File: src/hw/rtl/ops_pkg.sv
`timescale 1ns / 1ps
// ----------------------------------------------------------------------------
// ops_pkg
// Shared codes, reset values, sequence lengths and the drive clamp of the
// opponent pursuit sequencer.
// ----------------------------------------------------------------------------
package ops_pkg;

  // Request codes carried with each tick
  localparam logic [2:0] REQ_TICK   = 3'd0;
  localparam logic [2:0] REQ_SEARCH = 3'd1;
  localparam logic [2:0] REQ_ATTACK = 3'd2;
  localparam logic [2:0] REQ_BACKOFF = 3'd3;
  localparam logic [2:0] REQ_RAMP_CLR = 3'd4;

  // Sequencer phases
  localparam logic [2:0] PH_IDLE    = 3'd0;
  localparam logic [2:0] PH_ATK_ROT = 3'd1;
  localparam logic [2:0] PH_REV     = 3'd2;
  localparam logic [2:0] PH_STOP    = 3'd3;
  localparam logic [2:0] PH_ROT     = 3'd4;
  localparam logic [2:0] PH_LOOK    = 3'd5;
  localparam logic [2:0] PH_FOUND   = 3'd6;
  localparam logic [2:0] PH_FWD     = 3'd7;

  // LED modes
  localparam logic [1:0] LED_SEARCH  = 2'd0;
  localparam logic [1:0] LED_BACKOFF = 2'd1;
  localparam logic [1:0] LED_ATTACK  = 2'd2;

  // Register indexes
  localparam logic [2:0] REG_SEARCH   = 3'd0;
  localparam logic [2:0] REG_BREAKOUT = 3'd1;
  localparam logic [2:0] REG_ROTATE   = 3'd2;
  localparam logic [2:0] REG_STRAIGHT = 3'd3;
  localparam logic [2:0] REG_MAX      = 3'd4;
  localparam logic [2:0] REG_ATTACK   = 3'd5;

  // Register reset values
  localparam logic [7:0] RST_SEARCH   = 8'd80;
  localparam logic [7:0] RST_BREAKOUT = 8'd150;
  localparam logic [7:0] RST_ROTATE   = 8'd120;
  localparam logic [7:0] RST_STRAIGHT = 8'd100;
  localparam logic [7:0] RST_MAX      = 8'd200;
  localparam logic [7:0] RST_ATTACK   = 8'd180;

  // Phase lengths in ticks, stored as length minus one
  localparam logic [7:0] REV_LAST   = 8'd199;
  localparam logic [7:0] STOP_LAST  = 8'd49;
  localparam logic [7:0] ROT_LAST   = 8'd99;
  localparam logic [7:0] LOOK_LAST  = 8'd199;
  localparam logic [7:0] FOUND_LAST = 8'd49;
  localparam logic [7:0] FWD_LAST   = 8'd99;

  // Side rotation gives up once the elapsed count passes this
  localparam logic [7:0] ATK_ROT_LIMIT = 8'd200;
  localparam logic [7:0] TICK_SAT      = 8'd255;

  // Diagonal attack offsets
  localparam logic signed [9:0] DIAG_SLOW = 10'sd30;
  localparam logic signed [9:0] DIAG_FAST = 10'sd10;

  localparam logic signed [9:0] DRV_MAX = 10'sd255;
  localparam logic signed [9:0] DRV_MIN = -10'sd255;

  typedef logic signed [8:0] drive_t;
  typedef logic signed [9:0] wide_drive_t;

  // Saturate a widened drive value to +-255
  function automatic drive_t clamp_drive(input wide_drive_t v);
    drive_t r;
    if (v > DRV_MAX) begin
      r = DRV_MAX[8:0];
    end else if (v < DRV_MIN) begin
      r = DRV_MIN[8:0];
    end else begin
      r = v[8:0];
    end
    return r;
  endfunction

  // Zero-extend a speed setting into the widened drive range
  function automatic wide_drive_t widen(input logic [7:0] s);
    return signed'({2'b00, s});
  endfunction

endpackage

File: src/hw/rtl/opponent_pursuit_sequencer.sv
`timescale 1ns / 1ps
// ----------------------------------------------------------------------------
// opponent_pursuit_sequencer
// Per-tick drive sequencer: search, sensor-priority attack with ram ramp,
// side rotation and the timed backoff sequence.
// ----------------------------------------------------------------------------
// Usage:
//   Input channel (in_*): one transfer per millisecond tick, carrying the
//   request code, the four opponent sensor bits and the backoff direction.
//   Result channel (out_*): exactly one transfer per input transfer, in
//   order, with the held left/right drive, the LED mode and busy.
//   Configuration: APB-style port, six 8-bit speed registers at byte
//   addresses 0, 4, ... 20; reads return the stored value, pready is tied
//   high. Write registers only while the block has no tick in flight.
// Timing:
//   An item is captured into the input register on its transfer edge and
//   its result is written into the output register once that register is
//   free, from where it is offered. The sequencer state updates in the
//   same single pass, so one item per cycle is sustained while out_stall
//   stays low; throughput is set by that one combinational step.
// Stall:
//   While the output register holds an untaken result and out_stall is
//   high, the input register holds and in_stall rises once it is full.
// Reset:
//   rst_n low (synchronous) empties both registers, restores the speed
//   defaults and returns the sequencer to idle with zero drive.
// ----------------------------------------------------------------------------
module opponent_pursuit_sequencer
  import ops_pkg::*;
(
  input  logic              clk,
  input  logic              rst_n,
  // input channel
  input  logic              in_valid,
  output logic              in_stall,
  input  logic [2:0]        in_req_type,
  input  logic              in_front_left_seen,
  input  logic              in_front_right_seen,
  input  logic              in_side_left_seen,
  input  logic              in_side_right_seen,
  input  logic              in_turn_dir,
  // result channel
  output logic              out_valid,
  input  logic              out_stall,
  output logic signed [8:0] out_left_drive,
  output logic signed [8:0] out_right_drive,
  output logic [1:0]        out_led_mode,
  output logic              out_busy_res,
  // configuration port
  input  logic              psel,
  input  logic              penable,
  input  logic              pwrite,
  input  logic [4:0]        paddr,
  input  logic [31:0]       pwdata,
  output logic [31:0]       prdata,
  output logic              pready
);

  // --------------------------------------------------------------------------
  // Configuration registers
  // --------------------------------------------------------------------------
  logic [7:0] search_speed_r, breakout_speed_r, rotate_speed_r;
  logic [7:0] straight_speed_r, max_speed_r, attack_speed_r;
  logic       cfg_wr;
  logic [2:0] cfg_idx;
  logic [7:0] cfg_rd;

  assign pready  = 1'b1;
  assign cfg_idx = paddr[4:2];
  assign cfg_wr  = psel && penable && pwrite && pready;

  always_ff @(posedge clk) begin
    if (!rst_n) begin
      search_speed_r   <= RST_SEARCH;
      breakout_speed_r <= RST_BREAKOUT;
      rotate_speed_r   <= RST_ROTATE;
      straight_speed_r <= RST_STRAIGHT;
      max_speed_r      <= RST_MAX;
      attack_speed_r   <= RST_ATTACK;
    end else if (cfg_wr) begin
      // Indexes past the register list drop the write
      case (cfg_idx)
        REG_SEARCH:   search_speed_r   <= pwdata[7:0];
        REG_BREAKOUT: breakout_speed_r <= pwdata[7:0];
        REG_ROTATE:   rotate_speed_r   <= pwdata[7:0];
        REG_STRAIGHT: straight_speed_r <= pwdata[7:0];
        REG_MAX:      max_speed_r      <= pwdata[7:0];
        REG_ATTACK:   attack_speed_r   <= pwdata[7:0];
        default: ;
      endcase
    end
  end

  always_comb begin
    case (cfg_idx)
      REG_SEARCH:   cfg_rd = search_speed_r;
      REG_BREAKOUT: cfg_rd = breakout_speed_r;
      REG_ROTATE:   cfg_rd = rotate_speed_r;
      REG_STRAIGHT: cfg_rd = straight_speed_r;
      REG_MAX:      cfg_rd = max_speed_r;
      REG_ATTACK:   cfg_rd = attack_speed_r;
      default:      cfg_rd = 8'd0;
    endcase
  end

  assign prdata = {24'd0, cfg_rd};

  // --------------------------------------------------------------------------
  // Input register
  // --------------------------------------------------------------------------
  logic       s1_vld_r;
  logic [2:0] s1_req_r;
  logic       s1_fl_r, s1_fr_r, s1_sl_r, s1_sr_r, s1_dir_r;
  logic       out_vld_r;
  logic       s2_free;

  // The output register can take a new result unless it holds a stalled one
  assign s2_free  = !(out_vld_r && out_stall);
  assign in_stall = s1_vld_r && !s2_free;

  always_ff @(posedge clk) begin
    if (!rst_n) begin
      s1_vld_r <= 1'b0;
    end else if (!in_stall) begin
      s1_vld_r <= in_valid;
    end
  end

  always_ff @(posedge clk) begin
    if (in_valid && !in_stall) begin
      s1_req_r <= in_req_type;
      s1_fl_r  <= in_front_left_seen;
      s1_fr_r  <= in_front_right_seen;
      s1_sl_r  <= in_side_left_seen;
      s1_sr_r  <= in_side_right_seen;
      s1_dir_r <= in_turn_dir;
    end
  end

  // --------------------------------------------------------------------------
  // Sequencer state
  // --------------------------------------------------------------------------
  logic [7:0] ramp_count_r, ramp_count_nxt;
  logic       last_seen_dir_r, last_seen_dir_nxt;
  logic [2:0] phase_r, phase_nxt;
  logic [7:0] phase_ticks_r, phase_ticks_nxt;
  drive_t     left_hold_r, left_hold_nxt;
  drive_t     right_hold_r, right_hold_nxt;
  logic [1:0] led_hold_r, led_hold_nxt;
  logic       turn_hold_r, turn_hold_nxt;

  logic        front, any_seen;
  logic [7:0]  atk_ticks;
  logic [8:0]  ramp_sum;
  wide_drive_t rot_spd, srch_spd, atk_spd, ram_spd;

  assign front    = s1_fl_r && s1_fr_r;
  assign any_seen = s1_fl_r || s1_fr_r || s1_sl_r || s1_sr_r;
  assign ramp_sum = {1'b0, ramp_count_r} + {1'b0, max_speed_r};
  assign rot_spd  = widen(rotate_speed_r);
  assign srch_spd = widen(search_speed_r);
  assign atk_spd  = widen(attack_speed_r);
  assign ram_spd  = signed'({1'b0, ramp_sum});
  assign atk_ticks = (phase_ticks_r < TICK_SAT) ? phase_ticks_r + 8'd1 : phase_ticks_r;

  always_comb begin
    ramp_count_nxt    = ramp_count_r;
    last_seen_dir_nxt = last_seen_dir_r;
    phase_nxt         = phase_r;
    phase_ticks_nxt   = phase_ticks_r;
    left_hold_nxt     = left_hold_r;
    right_hold_nxt    = right_hold_r;
    led_hold_nxt      = led_hold_r;
    turn_hold_nxt     = turn_hold_r;

    if (phase_r != PH_IDLE) begin
      // Busy: every command is dropped, advance the timed sequence
      if (phase_r == PH_ATK_ROT) begin
        phase_ticks_nxt = atk_ticks;
        if (front || atk_ticks > ATK_ROT_LIMIT) begin
          phase_nxt       = PH_IDLE;
          phase_ticks_nxt = 8'd0;
        end
      end else if (phase_r == PH_LOOK && any_seen) begin
        phase_nxt       = PH_FOUND;
        phase_ticks_nxt = FOUND_LAST;
        left_hold_nxt   = '0;
        right_hold_nxt  = '0;
      end else if (phase_ticks_r != 8'd0) begin
        phase_ticks_nxt = phase_ticks_r - 8'd1;
      end else begin
        case (phase_r)
          PH_REV: begin
            phase_nxt       = PH_STOP;
            phase_ticks_nxt = STOP_LAST;
            left_hold_nxt   = '0;
            right_hold_nxt  = '0;
          end
          PH_STOP: begin
            phase_nxt       = PH_ROT;
            phase_ticks_nxt = ROT_LAST;
            if (!turn_hold_r) begin
              left_hold_nxt  = clamp_drive(-rot_spd);
              right_hold_nxt = clamp_drive(rot_spd);
            end else begin
              left_hold_nxt  = clamp_drive(rot_spd);
              right_hold_nxt = clamp_drive(-rot_spd);
            end
          end
          PH_ROT: begin
            // Look keeps the rotation drive
            phase_nxt       = PH_LOOK;
            phase_ticks_nxt = LOOK_LAST;
          end
          PH_LOOK: begin
            phase_nxt       = PH_FWD;
            phase_ticks_nxt = FWD_LAST;
            left_hold_nxt   = clamp_drive(widen(straight_speed_r));
            right_hold_nxt  = clamp_drive(widen(straight_speed_r));
          end
          default: begin
            phase_nxt       = PH_IDLE;
            phase_ticks_nxt = 8'd0;
          end
        endcase
      end
    end else begin
      case (s1_req_r)
        REQ_SEARCH: begin
          led_hold_nxt = LED_SEARCH;
          if (!last_seen_dir_r) begin
            left_hold_nxt  = clamp_drive(-srch_spd);
            right_hold_nxt = clamp_drive(srch_spd);
          end else begin
            left_hold_nxt  = clamp_drive(srch_spd);
            right_hold_nxt = clamp_drive(-srch_spd);
          end
        end
        REQ_ATTACK: begin
          led_hold_nxt = LED_ATTACK;
          if (front && s1_sl_r && s1_sr_r) begin
            left_hold_nxt  = clamp_drive(ram_spd);
            right_hold_nxt = clamp_drive(ram_spd);
            if (ramp_sum < 9'd255) begin
              ramp_count_nxt = ramp_count_r + 8'd1;
            end
          end else if (front) begin
            left_hold_nxt  = clamp_drive(atk_spd);
            right_hold_nxt = clamp_drive(atk_spd);
          end else if (s1_fl_r) begin
            last_seen_dir_nxt = 1'b0;
            left_hold_nxt     = clamp_drive(atk_spd - DIAG_SLOW);
            right_hold_nxt    = clamp_drive(atk_spd + DIAG_FAST);
          end else if (s1_fr_r) begin
            last_seen_dir_nxt = 1'b1;
            left_hold_nxt     = clamp_drive(atk_spd + DIAG_FAST);
            right_hold_nxt    = clamp_drive(atk_spd - DIAG_SLOW);
          end else if (s1_sl_r || s1_sr_r) begin
            // Side-only hit: start a timed rotation toward it
            last_seen_dir_nxt = !s1_sl_r;
            if (s1_sl_r) begin
              left_hold_nxt  = clamp_drive(-rot_spd);
              right_hold_nxt = clamp_drive(rot_spd);
            end else begin
              left_hold_nxt  = clamp_drive(rot_spd);
              right_hold_nxt = clamp_drive(-rot_spd);
            end
            phase_nxt       = PH_ATK_ROT;
            phase_ticks_nxt = 8'd0;
          end
        end
        REQ_BACKOFF: begin
          led_hold_nxt    = LED_BACKOFF;
          turn_hold_nxt   = s1_dir_r;
          phase_nxt       = PH_REV;
          phase_ticks_nxt = REV_LAST;
          left_hold_nxt   = clamp_drive(-widen(breakout_speed_r));
          right_hold_nxt  = clamp_drive(-widen(breakout_speed_r));
        end
        REQ_RAMP_CLR: begin
          ramp_count_nxt = 8'd0;
        end
        default: ;
      endcase
    end
  end

  // Commit state only when an item moves into the output register
  always_ff @(posedge clk) begin
    if (!rst_n) begin
      ramp_count_r    <= 8'd0;
      last_seen_dir_r <= 1'b0;
      phase_r         <= PH_IDLE;
      phase_ticks_r   <= 8'd0;
      left_hold_r     <= '0;
      right_hold_r    <= '0;
      led_hold_r      <= LED_SEARCH;
      turn_hold_r     <= 1'b0;
    end else if (s1_vld_r && s2_free) begin
      ramp_count_r    <= ramp_count_nxt;
      last_seen_dir_r <= last_seen_dir_nxt;
      phase_r         <= phase_nxt;
      phase_ticks_r   <= phase_ticks_nxt;
      left_hold_r     <= left_hold_nxt;
      right_hold_r    <= right_hold_nxt;
      led_hold_r      <= led_hold_nxt;
      turn_hold_r     <= turn_hold_nxt;
    end
  end

  // --------------------------------------------------------------------------
  // Output register
  // --------------------------------------------------------------------------
  drive_t     out_left_r, out_right_r;
  logic [1:0] out_led_r;
  logic       out_busy_r;

  always_ff @(posedge clk) begin
    if (!rst_n) begin
      out_vld_r <= 1'b0;
    end else if (s2_free) begin
      out_vld_r <= s1_vld_r;
    end
  end

  always_ff @(posedge clk) begin
    if (s1_vld_r && s2_free) begin
      out_left_r  <= left_hold_nxt;
      out_right_r <= right_hold_nxt;
      out_led_r   <= led_hold_nxt;
      out_busy_r  <= (phase_nxt != PH_IDLE);
    end
  end

  assign out_valid       = out_vld_r;
  assign out_left_drive  = out_left_r;
  assign out_right_drive = out_right_r;
  assign out_led_mode    = out_led_r;
  assign out_busy_res    = out_busy_r;

`ifndef SYNTHESIS
  // Idle always leaves the tick counter cleared
  a_idle_ticks_zero: assert property (@(posedge clk) disable iff (!rst_n)
    (phase_r == PH_IDLE) |-> (phase_ticks_r == 8'd0))
    else $error("idle phase with nonzero tick count");

  // A side rotation only runs under the attack LED
  a_atk_rot_led: assert property (@(posedge clk) disable iff (!rst_n)
    (phase_r == PH_ATK_ROT) |-> (led_hold_r == LED_ATTACK))
    else $error("side rotation without attack LED");

  // Backoff phases only run under the backoff LED
  a_backoff_led: assert property (@(posedge clk) disable iff (!rst_n)
    (phase_r != PH_IDLE && phase_r != PH_ATK_ROT) |-> (led_hold_r == LED_BACKOFF))
    else $error("backoff phase without backoff LED");

  // Drives never reach the unreachable code -256
  a_drive_range: assert property (@(posedge clk) disable iff (!rst_n)
    out_vld_r |-> (out_left_r != 9'sh100 && out_right_r != 9'sh100))
    else $error("drive outside saturation range");

  // A held result keeps its busy flag until taken
  a_stall_hold: assert property (@(posedge clk) disable iff (!rst_n)
    (out_vld_r && out_stall) |=> (out_vld_r && $stable(out_busy_r)))
    else $error("stalled result changed");
`endif

endmodule
File: config.mk
export PLATFORM = sky130hd
export DESIGN_NAME = opponent_pursuit_sequencer
export DESIGN_NICKNAME = d
export VERILOG_FILES = /design/src/hw/rtl/ops_pkg.sv /design/src/hw/rtl/opponent_pursuit_sequencer.sv
export SDC_FILE = /design/constraint.sdc
export NUM_CORES = 1
export LEC_CHECK = 0
export BUFFER_PORTS_ARGS = -buffer_cell sky130_fd_sc_hd__buf_2
export CAP_MARGIN = 20
export CORE_MARGIN = 4
export CORE_UTILIZATION = 49
export DETAILED_ROUTE_END_ITERATION = 10
export PLACE_DENSITY_LB_ADDON = 0.05
export SETUP_SLACK_MARGIN = 0.15
export SYNTH_ARGS = -nofsm -noshare
export SYNTH_HDL_FRONTEND = slang
export SYNTH_SLANG_ARGS = --single-unit
File: constraint.sdc
create_clock -name clk -period 2.7 [get_ports clk]
set_input_delay 0.54 -clock clk [delete_from_list [all_inputs] [get_ports clk]]
set_output_delay 0.54 -clock clk [all_outputs]
set_load 0.03 [all_outputs]
==> results.ini, run 1 <==
[run_status]
status=completed

[grt]
grt_pass1_vias=9646
grt_antenna_before_repair=0
grt_pass1_wl_microns=55870
grt_usage_pct=32.48
grt_max_degree=47
grt-ovfl-total=0

[synth]
yosys_warnings=0
synth-adder-area-share_pct=2.406
yosysMostFrequentCell=nand2_1
synth_top_family_by_area=compound AO/OA/AOI/OAI gates
syn-cell-area_sq_mm=0.009673
synth_mux_area_share_pct=6.661
synth.distinct_cells=92
postSynthCellCount=1269
yosysTopAreaCellShare_pct=18.83
synthTopCellsByCount=nand2_1 (127), nor2_1 (121), dfxtp_1 (91)
ys_ff_latch=120
yosys.area.top_type=dfxtp_1
synth.area.top_cells=dfxtp_1 (19%), edfxtp_1 (9.0%), mux2i_1 (5.4%)
synth_compound_area_share_pct=29.30
async_flop_share_pct=0
yosys.area_share.simple_pct=23.24
synth-xor-area-share_pct=2.897
synth_edf_count=29
syn_area_per_cell_sq_um=7.623
synthFlopType=dfxtp_1
ys_seq_area_share_pct=27.84

[detailed_routing]
drt-initial-drc-count=1104
wire_per_inst_microns=21.87
drc=0
drt-total-wl_microns=36720
ant_nets=0
vias=10580
via_per_inst=6.299
drtPass1Iterations=6

[final_layout]
antenna_cells=0
layout.cells.non_filler=1679
final_cell_area_sq_mm=0.01220
drive_above_1_share_pct=26.03
fill_cells=1765
final_nets=1472
area_growth_pct=26.17

[sta]
max_slew.worst_pin.slew_ns=0.9957
fmax_mhz=374.2
setup_viol=0
period_share_pct=98.97
finalHoldViolations=0
slew_headroom_pct=33.48
fin_crit_ns=2.672
skew_ns=0.01184
slew_viol_final=0
rsz0062_at_grt=true

[power_and_ir_drop]
cellLeakagePower_nw=4.612
vdd_drop_max_mv=0.3890
finalPower_w=0.005294
powerDensity_mw_per_mm2=433.8

[die]
die_h_microns=148.5
core_sq_mm=0.01946
rows=51
dieArea_sq_mm=0.02205
start_util_pct=49.70
ios=108
die_w_microns=148.5

[clock_tree]
clock-sinks=120
cts_tree=built
clock-root-buffer=clkbuf_16
path_clk_slew_ns=0.06
numCtsBuffers=17
clk_latency_ns=0.43
h-tree-depth=4
clk_path_buf_depth=2

[worst_setup_path]
cp.arrival_ns=2.99
cp-end-kind=register
criticalPathCategory=register to register
critPathRequiredTime_ns=3.02
start_kind=register
crit_fanout=4

[placed_design]
io_buffer_count=56
gp_congestion=1.024
place_inst=1641
placed_area_sq_mm=0.01110
hpwl_microns=27660

[hold_path]
min-delay-path-class=primary input to register

[flow_run]
drv_cap=0

-- cell usage in the layout, fill, tap and decap left out, types with 14 or more instances in the layout --
cell type / count
a211oi_1: 15
a21oi_1: 80
a31oi_1: 26
and3_1: 14
buf_2: 56
buf_4: 150
clkbuf_16: 17
conb_1: 25
dfxtp_1: 86
edfxtp_1: 29
inv_1: 34
mux2i_1: 52
nand2_1: 127
nand2b_1: 15
nand3_1: 38
nor2_1: 116
nor3_1: 29
o211ai_1: 18
o21ai_0: 68
o22ai_1: 15
o31ai_1: 20
xnor2_1: 19
-- per-layer routing --
metal / wire length, microns / GRT usage (%) / vias to the layer above / part of all wire (%)
li1: - / - / 4974 / -
met1: 15760 / 44.45 / 5025 / 43
met2: 16590 / 50.38 / 492 / 45
met3: 2886 / 6.399 / 85 / 7.9
met4: 1490 / 13.21 / 0 / 4.1
met5: 0 / 0 / - / 0
-- through the flow --
step	TNS, ns	worst slack, ns	utilization, %	hold slack [ns]
2_1_floorplan	0	0.1547	-	0.4369
3_3_place_gp	-0.7011	-0.1700	57.05	0.4451
3_5_place_dp	-1.048	-0.1714	57.05	0.4500
4_1_cts	0	0.02366	60.89	0.2742
5_1_grt	-0.4497	-0.1170	62.71	0.2888
6_report	0	0.02772	62.71	0.2870
-- cell type report --
cell class | count | area [sq um] | area share (%)
Clock inverter | 7 | 43.79 | 0.3588
Multi-Input combinational cell | 1006 | 6895 | 56.50
Timing Repair Buffer | 217 | 1583 | 12.97
Clock buffer | 24 | 501.7 | 4.111
Tap cell | 265 | 331.6 | 2.717
Sequential cell | 120 | 2699 | 22.11
Inverter | 40 | 150.1 | 1.230
-- power by group --
part / total [W] / internal [W] / switching, W
Combinational: 0.00117 / 0.000412 / 0.000756
Clock: 0.00215 / 0.00128 / 0.000865
Sequential: 0.00198 / 0.00192 / 0.0000585
-- what timing repair did --
item                                    in CTS  in global routing
hold buffers                                 0                  0
pin swaps                                   11                 31
gates resized for setup                     36                 68
endpoints found under the setup margin      35                 40
setup buffers                                3                  4
-- state kept, by name, summed over array words and instances (netlist names), 2 cells and up --
name	flops
phase_ticks_r	8
max_speed_r	8
rotate_speed_r	8
breakout_speed_r	8
out_left_drive	9
out_led_mode	2
attack_speed_r	8
search_speed_r	8
led_hold_r	2
left_hold_r	9
s1_req_r	3
right_hold_r	9
ramp_count_r	8
out_right_drive	9
phase_r	3
straight_speed_r	8
-- critical path, cell delays in order (launching register included) --
cell and delay, ns:
dfxtp_2 0.35, ha_4 0.14, inv_2 0.03, fa_2 0.33
nand2b_4 0.16, buf_6 0.13, a2111oi_4 0.34, nor3_1 0.09
nand4b_1 0.28, nor4_4 0.29, nor3b_1 0.10, mux2_1 0.31
-- path summary, 6_finish.rpt --
kind	from	end	slack [ns]	depth (start not counted)
worst max-delay path	max_speed_r[0]	ramp_count_r[5]	0.03	11
worst min-delay path	in_req_type[0]	s1_req_r[0]	0.29	1
worst max register to register	max_speed_r[0]	ramp_count_r[5]	0.03	11
worst min register to register	led_hold_r[1]	led_hold_r[1]	0.46	2
-- cell families (layout without fill, tap and decap cells) --
group / Yosys count / count (layout)
AO/OA/AOI/OAI: 418 / 418
XOR/XNOR: 32 / 32
adder cells (fa/ha/maj): 18 / 18
buffers and inverters: 166 / 288
flip-flops: 120 / 120
multiplexers: 62 / 62
other: 2 / 25
AND/OR/NAND/NOR: 451 / 451
(Power assumes the default switching activity.)
==> run 2, diff against run 1 <==
--- a/config.mk
+++ b/config.mk
@@ -11,6 +11,7 @@
 export CORE_UTILIZATION = 49
 export DETAILED_ROUTE_END_ITERATION = 10
 export PLACE_DENSITY_LB_ADDON = 0.05
+export RECOVER_POWER = 50
 export SETUP_SLACK_MARGIN = 0.15
 export SYNTH_ARGS = -nofsm -noshare
 export SYNTH_HDL_FRONTEND = slang
==> results.ini, run 2 (same netlist as run 1, synthesis figures left out) <==
[die]
dieArea_sq_mm=0.02205  ; unchanged
die_h_microns=148.5  ; unchanged
start_util_pct=49.70  ; unchanged
ios=108  ; unchanged
core_sq_mm=0.01946  ; unchanged
rows=51  ; unchanged
die_w_microns=148.5  ; unchanged

[placed_design]
place_inst=1641  ; unchanged
gp_congestion=1.024  ; unchanged
io_buffer_count=56  ; unchanged
placed_area_sq_mm=0.01110  ; unchanged
hpwl_microns=27660  ; unchanged

[clock_tree]
clock-sinks=120  ; unchanged
cts_tree=built
clk_path_buf_depth=2  ; unchanged
path_clk_slew_ns=0.06  ; about the same
clk_latency_ns=0.43  ; about the same
h-tree-depth=4  ; unchanged
numCtsBuffers=17  ; unchanged
clock-root-buffer=clkbuf_16

[sta]
finalHoldViolations=0  ; unchanged
slew_viol_final=0  ; unchanged
slew_headroom_pct=1.011  ; -32 points
rsz0062_at_grt=true
setup_viol=0  ; unchanged
fin_crit_ns=2.672  ; -0.0002449 ns
skew_ns=0.01433  ; +0.002489 ns
setup_tns_ns=0  ; unchanged
period_share_pct=98.96  ; about the same
fmax_mhz=374.2  ; about the same
max_slew.worst_pin.slew_ns=1.485  ; +0.4891 ns

[grt]
grt_usage_pct=32.48  ; unchanged
grt_max_degree=47  ; unchanged
grt_antenna_before_repair=0  ; unchanged
grt_pass1_vias=9646  ; unchanged
grt_pass1_wl_microns=55870  ; unchanged
grt-ovfl-total=0  ; unchanged

[worst_setup_path]
cp_num_cells=11  ; unchanged
path_buf_inv=2  ; unchanged
ff2ff_path_depth=11  ; unchanged
crit_slowest_cell=dfxtp_2
cp_slowest_stage_delay_ns=0.35  ; about the same
cp.arrival_ns=2.99  ; about the same
cp_cell_sequence=ha_4 -> inv_2 -> fa_2 -> buf_4 -> xor2_2 -> nor4_1 -> mux2_4 -> nand4b_1 -> nor4_4 -> nor3b_1 -> mux2_1
criticalPathCategory=register to register
critPathRequiredTime_ns=3.02  ; about the same
crit_fanout=4  ; unchanged
path_delay_family=simple AND/OR/NAND/NOR gates
cp-end-kind=register
start_kind=register

[detailed_routing]
drt-total-wl_microns=36840  ; +0.31%
drt-initial-drc-count=1121  ; +1.5%
ant_nets=0  ; unchanged
vias=10560  ; -0.14%
drc=0  ; unchanged
drtPass1Iterations=7  ; +1
via_per_inst=6.290  ; -0.14%
wire_per_inst_microns=21.94  ; +0.31%

[final_layout]
register_area_sq_mm=0.002699  ; unchanged
drive_above_1_share_pct=23.76  ; -2.3 points
final_common_cell=buf_4
layout.cells.non_filler=1679  ; unchanged
fill_cells=1792  ; +1.5%
final_nets=1472  ; unchanged
final_cell_mix=buf_4 (142), nand2_1 (127), nor2_1 (116)
final_cell_area_sq_mm=0.01214  ; -0.55%
antenna_cells=0  ; unchanged
fin_util_pct=62.36  ; -0.35 points
area_growth_pct=25.47
multi_input_area_sq_mm=0.006885  ; -0.15%

[power_and_ir_drop]
cellLeakagePower_nw=4.514  ; -2.1%
powerDensity_mw_per_mm2=436.1  ; +0.53%
vdd_drop_max_mv=0.3896  ; +0.16%

[flow_run]
drv_cap=0  ; unchanged

[run_status]
status=completed

[hold_path]
min-delay-path-class=primary input to register
min_path_cells=1  ; unchanged

run 2: cell count changes in the layout (fill, tap and decap cells not counted):
cell and change:
buf_2 -23, buf_4 -8, clkbuf_2 +1, nor3_2 -2
clkbuf_1 +30, nor3_1 +2
run 2: layer usage:
metal,routed length [microns],GRT usage (%),vias up
li1,-,-,4966
met1,15790,44.45,4984
met2,16530,50.38,518
met3,3010,6.399,93
met4,1509,13.21,0
met5,0,0,-
run 2: area by class of cell:
type                    instances  share of cell area, %
multi-input cells            1006                  56.73
clock buffers                  24                  4.134
flip-flops and latches        120                  22.24
well taps                     265                  2.732
repair buffers                217                  12.57
inverters                      40                  1.237
clock inverters                 7                 0.3608
run 2: timing repair:
item | 4_1_cts | 5_1_grt
endpoints found under the hold margin | 0 | 0
gates resized for setup | 36 | 68
hold buffers | 0 | 0
setup buffers | 3 | 4
setup endpoints to repair | 35 | 40
pin swaps | 11 | 31
run 2: power by group:
group | internal, W | switching [W] | total, W
Sequential | 0.00192 | 0.0000597 | 0.00198
Clock | 0.00128 | 0.000871 | 0.00216
Combinational | 0.000403 | 0.000756 | 0.00116
run 2: worst register-to-register path: cells and delay by family, from the launching register on:
family	cells	cell delay, ns
XOR/XNOR	1	0.17
adder cells (fa/ha/maj)	2	0.47
buffers and inverters	2	0.19
flip-flops	1	0.35
multiplexers	2	0.54
AND/OR/NAND/NOR	4	0.84
run 2: final timing paths:
kind	startpoint	to	slack, ns
hold / removal	in_req_type[0]	s1_req_r[0]	0.29
hold reg to reg	led_hold_r[1]	led_hold_r[1]	0.46
setup reg to reg	max_speed_r[0]	ramp_count_r[5]	0.03
setup / recovery	max_speed_r[0]	ramp_count_r[5]	0.03
run 2: per-stage QoR:
step           worst slack (ns)  power (W)  hold WS, ns
2_1_floorplan            0.1547   0.002747       0.4369
3_3_place_gp            -0.1700   0.003093       0.4451
3_5_place_dp            -0.1714   0.003099       0.4500
4_1_cts                 0.02366   0.005250       0.2742
5_1_grt                 -0.1170   0.005483       0.2888
6_report                0.02797   0.005292       0.2863
